**src/rtl/core/ble_adx_pkg.sv**
```systemverilog
`timescale 1ns / 1ps

package ble_adx_pkg;

    localparam int unsigned BYTE_W    = 8;
    localparam int unsigned KIND_W    = 2;
    localparam int unsigned VALUE_W   = 64;
    localparam int unsigned CFG_IDX_W = 1;
    localparam int unsigned CFG_DAT_W = 1;

    localparam logic [CFG_IDX_W-1:0] CFG_COMPANIES = 1'd0;
    localparam logic [CFG_IDX_W-1:0] CFG_SERVICES  = 1'd1;

    localparam logic [BYTE_W-1:0] AD_MFR_DATA    = 8'hFF;
    localparam logic [BYTE_W-1:0] AD_SVC16_PART  = 8'h02;
    localparam logic [BYTE_W-1:0] AD_SVC16_FULL  = 8'h03;
    localparam logic [BYTE_W-1:0] AD_SVC32_PART  = 8'h04;
    localparam logic [BYTE_W-1:0] AD_SVC32_FULL  = 8'h05;
    localparam logic [BYTE_W-1:0] AD_SVC128_PART = 8'h06;
    localparam logic [BYTE_W-1:0] AD_SVC128_FULL = 8'h07;

    localparam logic [KIND_W-1:0] ID_COMPANY = 2'd0;
    localparam logic [KIND_W-1:0] ID_SVC16   = 2'd1;
    localparam logic [KIND_W-1:0] ID_SVC32   = 2'd2;
    localparam logic [KIND_W-1:0] ID_SVC128  = 2'd3;

    typedef struct packed {
        logic [BYTE_W-1:0] data_byte;
        logic [BYTE_W-1:0] payload_len;
        logic              first_byte;
    } t_item;

    typedef struct packed {
        logic [KIND_W-1:0]  id_kind;
        logic [VALUE_W-1:0] value_low;
        logic [VALUE_W-1:0] value_high;
    } t_result;

    typedef struct packed {
        logic collect_companies;
        logic collect_services;
    } t_cfg;

endpackage

```
**src/rtl/core/ble_adx_in_if.sv**
```systemverilog
`timescale 1ns / 1ps

interface ble_adx_in_if;
    logic                             valid;
    logic                             ready;
    logic [ble_adx_pkg::BYTE_W-1:0]   data_byte;
    logic [ble_adx_pkg::BYTE_W-1:0]   payload_len;
    logic                             first_byte;

    modport source (output valid, output data_byte, output payload_len, output first_byte,
                    input ready);
    modport sink   (input valid, input data_byte, input payload_len, input first_byte,
                    output ready);
endinterface

```
**src/rtl/core/ble_adx_out_if.sv**
```systemverilog
`timescale 1ns / 1ps

interface ble_adx_out_if;
    logic                              valid;
    logic                              ready;
    logic [ble_adx_pkg::KIND_W-1:0]    id_kind;
    logic [ble_adx_pkg::VALUE_W-1:0]   value_low;
    logic [ble_adx_pkg::VALUE_W-1:0]   value_high;

    modport source (output valid, output id_kind, output value_low, output value_high,
                    input ready);
    modport sink   (input valid, input id_kind, input value_low, input value_high,
                    output ready);
endinterface

```
**src/rtl/core/ble_ad_record_uuid_extractor.sv**
```systemverilog
`timescale 1ns / 1ps

// channel   dir  payload                                handshake
// i_item    in   data_byte[8] payload_len[8] first_byte valid/ready
// o_result  out  id_kind[2] value_low[64] value_high[64] valid/ready
// i_cfg_*   in   idx 0 collect_companies, 1 collect_services  i_cfg_we
//
// One item per cycle sustained while the result is not stalled; an item
// passes the input register and the walk update into the result register.
// Synchronous active-low reset clears the walk and sets both collect flags.
// A stalled result holds the result register; items flow while it is free
// or being drained, else ready drops once the input register is full.

module ble_ad_record_uuid_extractor (
    input  logic                                   i_clk,
    input  logic                                   i_rst_n,
    ble_adx_in_if.sink                             i_item,
    ble_adx_out_if.source                          o_result,
    input  logic                                   i_cfg_we,
    input  logic [ble_adx_pkg::CFG_IDX_W-1:0]      i_cfg_idx,
    input  logic [ble_adx_pkg::CFG_DAT_W-1:0]      i_cfg_data
);

    logic                  r_in_valid;
    ble_adx_pkg::t_item    r_in_item;
    ble_adx_pkg::t_cfg     r_cfg;
    logic                  walk_ready;
    logic                  res_valid;
    ble_adx_pkg::t_result  res;

    assign i_item.ready = !r_in_valid || walk_ready;

    always_ff @(posedge i_clk) begin
        if (!i_rst_n) begin
            r_in_valid <= 1'b0;
        end else if (i_item.ready) begin
            r_in_valid <= i_item.valid;
        end
    end

    always_ff @(posedge i_clk) begin
        if (i_item.ready && i_item.valid) begin
            r_in_item.data_byte   <= i_item.data_byte;
            r_in_item.payload_len <= i_item.payload_len;
            r_in_item.first_byte  <= i_item.first_byte;
        end
    end

    always_ff @(posedge i_clk) begin
        if (!i_rst_n) begin
            r_cfg.collect_companies <= 1'b1;
            r_cfg.collect_services  <= 1'b1;
        end else if (i_cfg_we) begin
            unique case (i_cfg_idx)
                ble_adx_pkg::CFG_COMPANIES: r_cfg.collect_companies <= i_cfg_data[0];
                ble_adx_pkg::CFG_SERVICES:  r_cfg.collect_services  <= i_cfg_data[0];
                default: ;
            endcase
        end
    end

    ble_adx_walk u_walk (
        .i_clk       (i_clk),
        .i_rst_n     (i_rst_n),
        .i_valid     (r_in_valid),
        .i_item      (r_in_item),
        .i_cfg       (r_cfg),
        .o_ready     (walk_ready),
        .o_res_valid (res_valid),
        .o_res       (res),
        .i_res_ready (o_result.ready)
    );

    assign o_result.valid      = res_valid;
    assign o_result.id_kind    = res.id_kind;
    assign o_result.value_low  = res.value_low;
    assign o_result.value_high = res.value_high;

endmodule

```
**src/rtl/core/ble_adx_walk.sv**
```systemverilog
`timescale 1ns / 1ps

module ble_adx_walk (
    input  logic                  i_clk,
    input  logic                  i_rst_n,
    input  logic                  i_valid,
    input  ble_adx_pkg::t_item    i_item,
    input  ble_adx_pkg::t_cfg     i_cfg,
    output logic                  o_ready,
    output logic                  o_res_valid,
    output ble_adx_pkg::t_result  o_res,
    input  logic                  i_res_ready
);

    localparam logic [1:0] PH_LENGTH = 2'd0;
    localparam logic [1:0] PH_TYPE   = 2'd1;
    localparam logic [1:0] PH_DATA   = 2'd2;

    localparam int unsigned ASM_W   = 2 * ble_adx_pkg::VALUE_W;
    localparam int unsigned NBYTES  = ASM_W / ble_adx_pkg::BYTE_W;

    logic [7:0]       r_pos,   n_pos;
    logic [1:0]       r_phase, n_phase;
    logic [7:0]       r_left,  n_left;
    logic [7:0]       r_kind,  n_kind;
    logic [4:0]       r_gcnt,  n_gcnt;
    logic [ASM_W-1:0] r_asm,   n_asm;
    logic             r_stop,  n_stop;
    logic             r_ctake, n_ctake;

    logic                  r_res_valid;
    ble_adx_pkg::t_result  r_res, n_res;

    logic             accept;
    logic             emit;
    logic [7:0]       e_pos;
    logic [1:0]       e_phase;
    logic [7:0]       e_left;
    logic [4:0]       e_gcnt;
    logic             e_stop;
    logic             e_ctake;
    logic [4:0]       gsize;
    logic [1:0]       okind;
    logic             is_company;
    logic [3:0]       k;
    logic [4:0]       k_next;
    logic [ASM_W-1:0] asm_ins;
    logic [8:0]       pos_next;
    logic [8:0]       rec_end;
    logic             on;

    assign o_ready = !r_res_valid || i_res_ready;
    assign accept  = i_valid && o_ready;

    always_comb begin
        unique case (r_kind)
            ble_adx_pkg::AD_MFR_DATA: begin
                gsize = 5'd2;
                okind = ble_adx_pkg::ID_COMPANY;
            end
            ble_adx_pkg::AD_SVC16_PART, ble_adx_pkg::AD_SVC16_FULL: begin
                gsize = 5'd2;
                okind = ble_adx_pkg::ID_SVC16;
            end
            ble_adx_pkg::AD_SVC32_PART, ble_adx_pkg::AD_SVC32_FULL: begin
                gsize = 5'd4;
                okind = ble_adx_pkg::ID_SVC32;
            end
            ble_adx_pkg::AD_SVC128_PART, ble_adx_pkg::AD_SVC128_FULL: begin
                gsize = 5'd16;
                okind = ble_adx_pkg::ID_SVC128;
            end
            default: begin
                gsize = 5'd0;
                okind = ble_adx_pkg::ID_COMPANY;
            end
        endcase
    end

    assign is_company = (r_kind == ble_adx_pkg::AD_MFR_DATA);
    assign on = is_company ? i_cfg.collect_companies : i_cfg.collect_services;

    always_comb begin
        e_pos   = i_item.first_byte ? 8'd0 : r_pos;
        e_phase = i_item.first_byte ? PH_LENGTH : r_phase;
        e_left  = i_item.first_byte ? 8'd0 : r_left;
        e_gcnt  = i_item.first_byte ? 5'd0 : r_gcnt;
        e_stop  = i_item.first_byte ? 1'b0 : r_stop;
        e_ctake = i_item.first_byte ? 1'b0 : r_ctake;

        k        = e_gcnt[3:0];
        k_next   = {1'b0, k} + 5'd1;
        asm_ins  = r_asm;
        for (int i = 0; i < NBYTES; i++) begin
            if (k == i[3:0]) begin
                asm_ins[i*ble_adx_pkg::BYTE_W +: ble_adx_pkg::BYTE_W] =
                    r_asm[i*ble_adx_pkg::BYTE_W +: ble_adx_pkg::BYTE_W] | i_item.data_byte;
            end
        end
        pos_next = {1'b0, e_pos} + 9'd1;
        rec_end  = pos_next + {1'b0, i_item.data_byte};

        n_pos   = e_pos;
        n_phase = e_phase;
        n_left  = e_left;
        n_kind  = r_kind;
        n_gcnt  = e_gcnt;
        n_asm   = r_asm;
        n_stop  = e_stop;
        n_ctake = e_ctake;
        emit    = 1'b0;

        n_res.id_kind    = okind;
        n_res.value_low  = asm_ins[ble_adx_pkg::VALUE_W-1:0];
        n_res.value_high = asm_ins[ASM_W-1:ble_adx_pkg::VALUE_W];

        if (!e_stop) begin
            n_pos = (e_pos == 8'hFF) ? e_pos : pos_next[7:0];
            unique case (e_phase)
                PH_TYPE: begin
                    n_kind  = i_item.data_byte;
                    n_left  = e_left - 8'd1;
                    n_gcnt  = 5'd0;
                    n_asm   = '0;
                    n_ctake = 1'b0;
                    n_phase = (n_left == 8'd0) ? PH_LENGTH : PH_DATA;
                end
                PH_DATA: begin
                    if (gsize != 5'd0 && !(is_company && e_ctake)) begin
                        n_asm  = asm_ins;
                        n_gcnt = k_next;
                        if (k_next >= gsize) begin
                            emit   = on;
                            n_ctake = e_ctake || is_company;
                            n_gcnt = 5'd0;
                            n_asm  = '0;
                        end
                    end
                    n_left = e_left - 8'd1;
                    if (n_left == 8'd0) begin
                        n_phase = PH_LENGTH;
                    end
                end
                default: begin
                    if (pos_next >= {1'b0, i_item.payload_len} || i_item.data_byte == 8'd0
                        || rec_end > {1'b0, i_item.payload_len}) begin
                        n_stop  = 1'b1;
                        n_phase = PH_LENGTH;
                    end else begin
                        n_left  = i_item.data_byte;
                        n_phase = PH_TYPE;
                    end
                end
            endcase
        end
    end

    always_ff @(posedge i_clk) begin
        if (!i_rst_n) begin
            r_pos       <= '0;
            r_phase     <= PH_LENGTH;
            r_left      <= '0;
            r_kind      <= '0;
            r_gcnt      <= '0;
            r_asm       <= '0;
            r_stop      <= 1'b0;
            r_ctake     <= 1'b0;
            r_res_valid <= 1'b0;
        end else begin
            if (accept) begin
                r_pos   <= n_pos;
                r_phase <= n_phase;
                r_left  <= n_left;
                r_kind  <= n_kind;
                r_gcnt  <= n_gcnt;
                r_asm   <= n_asm;
                r_stop  <= n_stop;
                r_ctake <= n_ctake;
            end
            if (accept && emit) begin
                r_res_valid <= 1'b1;
            end else if (i_res_ready) begin
                r_res_valid <= 1'b0;
            end
        end
    end

    always_ff @(posedge i_clk) begin
        if (accept && emit) begin
            r_res <= n_res;
        end
    end

    assign o_res_valid = r_res_valid;
    assign o_res       = r_res;

endmodule

```
**src/flat_wrapper.sv**
```systemverilog
// flat-port wrapper written by rule: the top's interface ports become plain ports
module ble_ad_record_uuid_extractor_flat 
  (i_clk, i_rst_n, i_cfg_we, i_cfg_idx, i_cfg_data, i_item_valid, i_item_data_byte, i_item_payload_len, i_item_first_byte, i_item_ready, o_result_valid, o_result_id_kind, o_result_value_low, o_result_value_high, o_result_ready);
  ble_adx_in_if i_item_i ();
  ble_adx_out_if o_result_i ();
  input  logic i_clk;
  input  logic i_rst_n;
  input  logic i_cfg_we;
  input  logic [ble_adx_pkg::CFG_IDX_W-1:0] i_cfg_idx;
  input  logic [ble_adx_pkg::CFG_DAT_W-1:0] i_cfg_data;
  input wire logic [$bits(i_item_i.valid)-1:0] i_item_valid;
  input wire logic [$bits(i_item_i.data_byte)-1:0] i_item_data_byte;
  input wire logic [$bits(i_item_i.payload_len)-1:0] i_item_payload_len;
  input wire logic [$bits(i_item_i.first_byte)-1:0] i_item_first_byte;
  output wire logic [$bits(i_item_i.ready)-1:0] i_item_ready;
  output wire logic [$bits(o_result_i.valid)-1:0] o_result_valid;
  output wire logic [$bits(o_result_i.id_kind)-1:0] o_result_id_kind;
  output wire logic [$bits(o_result_i.value_low)-1:0] o_result_value_low;
  output wire logic [$bits(o_result_i.value_high)-1:0] o_result_value_high;
  input wire logic [$bits(o_result_i.ready)-1:0] o_result_ready;
  assign i_item_i.valid = i_item_valid;
  assign i_item_i.data_byte = i_item_data_byte;
  assign i_item_i.payload_len = i_item_payload_len;
  assign i_item_i.first_byte = i_item_first_byte;
  assign i_item_ready = i_item_i.ready;
  assign o_result_valid = o_result_i.valid;
  assign o_result_id_kind = o_result_i.id_kind;
  assign o_result_value_low = o_result_i.value_low;
  assign o_result_value_high = o_result_i.value_high;
  assign o_result_i.ready = o_result_ready;
  ble_ad_record_uuid_extractor u_core (.i_clk(i_clk), .i_rst_n(i_rst_n), .i_item(i_item_i), .o_result(o_result_i), .i_cfg_we(i_cfg_we), .i_cfg_idx(i_cfg_idx), .i_cfg_data(i_cfg_data));
endmodule
```
**config.mk**
```make
export PLATFORM = sky130hd
export DESIGN_NAME = ble_ad_record_uuid_extractor_flat
export DESIGN_NICKNAME = d
export VERILOG_FILES = /design/src/rtl/core/ble_adx_pkg.sv /design/src/rtl/core/ble_adx_in_if.sv /design/src/rtl/core/ble_adx_out_if.sv /design/src/rtl/core/ble_ad_record_uuid_extractor.sv /design/src/rtl/core/ble_adx_walk.sv /design/src/flat_wrapper.sv
export SDC_FILE = /design/constraint.sdc
export NUM_CORES = 1
export LEC_CHECK = 0
export ABC_CLOCK_PERIOD_IN_PS = 36300
export BUFFER_PORTS_ARGS = -buffer_cell sky130_fd_sc_hd__buf_2
export CAP_MARGIN = 20
export CORE_MARGIN = 1
export CORE_UTILIZATION = 55
export CTS_BUF_LIST = sky130_fd_sc_hd__clkbuf_16
export CTS_CLUSTER_SIZE = 12
export DETAILED_ROUTE_END_ITERATION = 16
export PLACE_DENSITY = 0.76
export SLEW_MARGIN = 20
export SYNTH_ARGS = -nofsm -noshare
export SYNTH_HDL_FRONTEND = slang
export SYNTH_SLANG_ARGS = --single-unit
```
**constraint.sdc**
```tcl
create_clock -name i_clk -period 36.3 [get_ports i_clk]
set_input_delay 7.26 -clock i_clk [delete_from_list [all_inputs] [get_ports i_clk]]
set_output_delay 7.26 -clock i_clk [all_outputs]
set_load 0.005 [all_outputs]
```
==> flow_summary.yaml <==
logic_synthesis:
  muxShareOfSynthArea: 0.00670
  async_flop_share: 0
  synthAdderAreaFrac: 0.0336
  synth.avg_cell_area_um2: 11.9
  netlist_instances: 1141
  synthTopCellsByArea: "edfxtp_1, dfxtp_1, o2bb2ai_2"
  ys_types: 67
  synth_compound_area_frac: 0.232
  yosysSeqAreaShare: 0.565
  synth_most_common_cell: "dfxtp_1"
  synth_nets: 1201
  dominantRegCellSynth: "dfxtp_1"
  synth-edff-count: 147
  synth_top_area_frac: 0.324
  synth_top_family_by_area: "compound AO/OA/AOI/OAI gates"
  synthesis.area_um2: 13600
  synth-seq-cells: 311
  synthSimpleGateAreaFrac: 0.0715
  synthTopCellsByCount: "dfxtp_1, a21oi_1, edfxtp_1, inv_1, o2bb2ai_2"
  yosysTopAreaCell: "edfxtp_1"
  yosys_warnings: 0
  synth_xor_area_frac: 0.0116
routing:
  wire_per_inst_um: 18.0
  drcViolationCount: 0
  vias: 9149
  drtAntennaViolNets: 0
  firstDrtPassIters: 5
  routed_wl_mm: 29.4
  vias_per_cell: 5.62
  first_iter_violations: 815
hold_path:
  hold-path-endpoint: "u_core.u_walk.r_asm[1]$_SDFFE_PN0P_"
  hold_class: "reg -> reg"
  min-delay-start: "u_core.u_walk.r_asm[1]$_SDFFE_PN0P_"
  hold_depth: 1
pwr:
  leakage_nw: 6.18
  total_power_uw: 735
  power.density_nw_per_um2: 47.5
  peakVddDrop_mv: 0.0365
finish:
  nets: 1338
  syn_to_final_growth_pct: 13.6
  drive_above_1_share: 0.267
  antenna_cells: 0
  fillers: 1846
  final_util: 0.637
die:
  ios: 156
  die_area_um2: 25400
  start_util: 0.561
  core-area_um2: 24300
  rows: 57
  die_h_um: 159
  die_x_um: 159
run:
  max_cap_viol_count: 0
timing:
  slew_viol_final: 0
  fin_skew_ns: 0.0183
  tns_ns: 0
  fin_hold_ws_ns: 0.463
  period_share: 0.417
  fmax_mhz: 66.0
  rsz0062_at_grt: "no"
  setup_viol: 0
  hold_viol_final: 0
  slew_headroom: 0.170
  final.min_clock_period_ns: 15.14
  worstMarginPinSlew_ns: 1.24
critical_path:
  r2r-end: "u_core.u_walk.r_phase[0]$_SDFFE_PN0P_"
  crit_type: "in -> out"
  rr_startpoint: "u_core.u_walk.r_pos[0]$_SDFFE_PN0P_"
  rrSetupSlack_ns: 31.41
  required_ns: 29.04
  start_kind: "primary input"
  ff2ff_path_depth: 15
  cp-end-kind: "primary output"
  path_max_fanout: 6
  arrival_ns: 7.88
grt:
  grt_use_total: 0.229
  antenna_found_initial: 0
  first_global_vias: 8855
  grt_pass1_wl_mm: 46.6
  grt_max_degree: 78
  grt-ovfl-total: 0
cts:
  clk_pin_slew_ns: 0.06
  clk_latency_ns: 0.51
  cts-htree-levels: 2
  cts-resized-gates: 0
  cts_hold_buf: 0
  postCtsSetupBuffers: 0
  cts_buffers: 34
  clock-sinks: 311
  cts_tree: "built"
  cts-root-buf: "clkbuf_16"
  cts_buffer_depth: 3
placed_design:
  port_buffers: 155
  dp_hpwl_mm: 17.8
  finalWeightedCongestion: 0.825
outcome:
  outcome: "finished, final reports clean"
==> stage by stage <==
stage	std cells	instance area (µm²)	setup slack, ns
final	1628	15500	21.16
after global routing	1628	15500	21.06
after CTS	1626	15400	21.15
after detailed placement	1564	14400	21.15
after global placement	1564	14400	21.17
after floorplan	1141	13600	15.17
==> logic make-up after synthesis <==
| family | count (synthesis) |
|---|---|
| fa+ha+maj | 36 |
| simple gates | 192 |
| flops | 311 |
| mux | 9 |
| compound gates | 356 |
| xor+xnor | 18 |
| buf+inv | 219 |
==> worst max-delay path by stage <==
stage,from,end,slack (ns),cells past startpoint
5_1_grt,o_result_ready,i_item_ready,21.06,4
6_report,o_result_ready,i_item_ready,21.16,4
4_1_cts,o_result_ready,i_item_ready,21.15,4
3_5_place_dp,o_result_ready,i_item_ready,21.15,4
2_1_floorplan,o_result_ready,u_core.u_walk.o_res[0]$_DFFE_PP_,15.17,5
3_3_place_gp,o_result_ready,i_item_ready,21.17,4
==> flip-flops by register name, indices dropped and copies added, names as in the netlist <==
name,count
u_core.u_walk.o_res,130
u_core.u_walk.r_asm,128
u_core.r_in_item,17
u_core.u_walk.r_kind,8
u_core.u_walk.r_left,8
u_core.u_walk.r_pos,8
u_core.u_walk.r_gcnt,4
u_core.r_cfg,2
u_core.u_walk.r_phase,2
u_core.r_in_valid,1
u_core.u_walk.o_res_valid,1
u_core.u_walk.r_ctake,1
u_core.u_walk.r_stop,1
==> cell type report <==
cell class	count	area (µm²)	area share
clock buffers	36	901	0.0582
clock inverters	26	129	0.00832
inverters	148	556	0.0359
multi-input cells	611	4860	0.314
flip-flops and latches	311	7700	0.497
well taps	324	405	0.0262
repair buffers	172	931	0.0601
==> worst max-delay path: stages <==
cell and delay [ns]:
buf_2 0.09, nor2b_1 0.28, nand2_1 0.11, buf_2 0.14
==> cell usage in the layout (no fill, tap or decap), types with 4 or more instances in the layout <==
master,n
a211oi_1,5
a21oi_1,156
and2_1,9
and3_1,4
buf_2,155
buf_4,15
clkbuf_16,36
clkinv_1,4
dfxtp_1,164
edfxtp_1,147
ha_1,35
inv_1,164
mux2i_1,8
nand2_1,49
nand2b_1,6
nand3_1,17
nand4_1,13
nor2_1,49
nor2b_1,11
nor3_1,12
o211ai_1,4
o21a_1,5
o21ai_0,19
o221ai_1,5
o22ai_1,8
o2bb2ai_1,8
o2bb2ai_2,120
xnor2_1,9
xor2_1,9
==> layer usage <==
metal,global-route usage,part of all wire,routed length (µm),up-vias
met5,0,0,0,-
met4,0.0927,0.032,947,0
met3,0.0284,0.049,1430,69
met2,0.376,0.48,14100,295
met1,0.310,0.44,12900,4402
li1,-,-,-,4383
==> power by group <==
| part | total (mW) | switching, mW | leakage [nW] | internal [mW] |
|---|---|---|---|---|
| combinational | 0.0439 | 0.0276 | 3.17 | 0.0163 |
| clock | 0.316 | 0.136 | 0.569 | 0.180 |
| sequential | 0.375 | 0.00687 | 2.44 | 0.368 |
| total | 0.735 | 0.171 | 6.18 | 0.565 |
No activity file was read; power rests on OpenSTA's default activity.
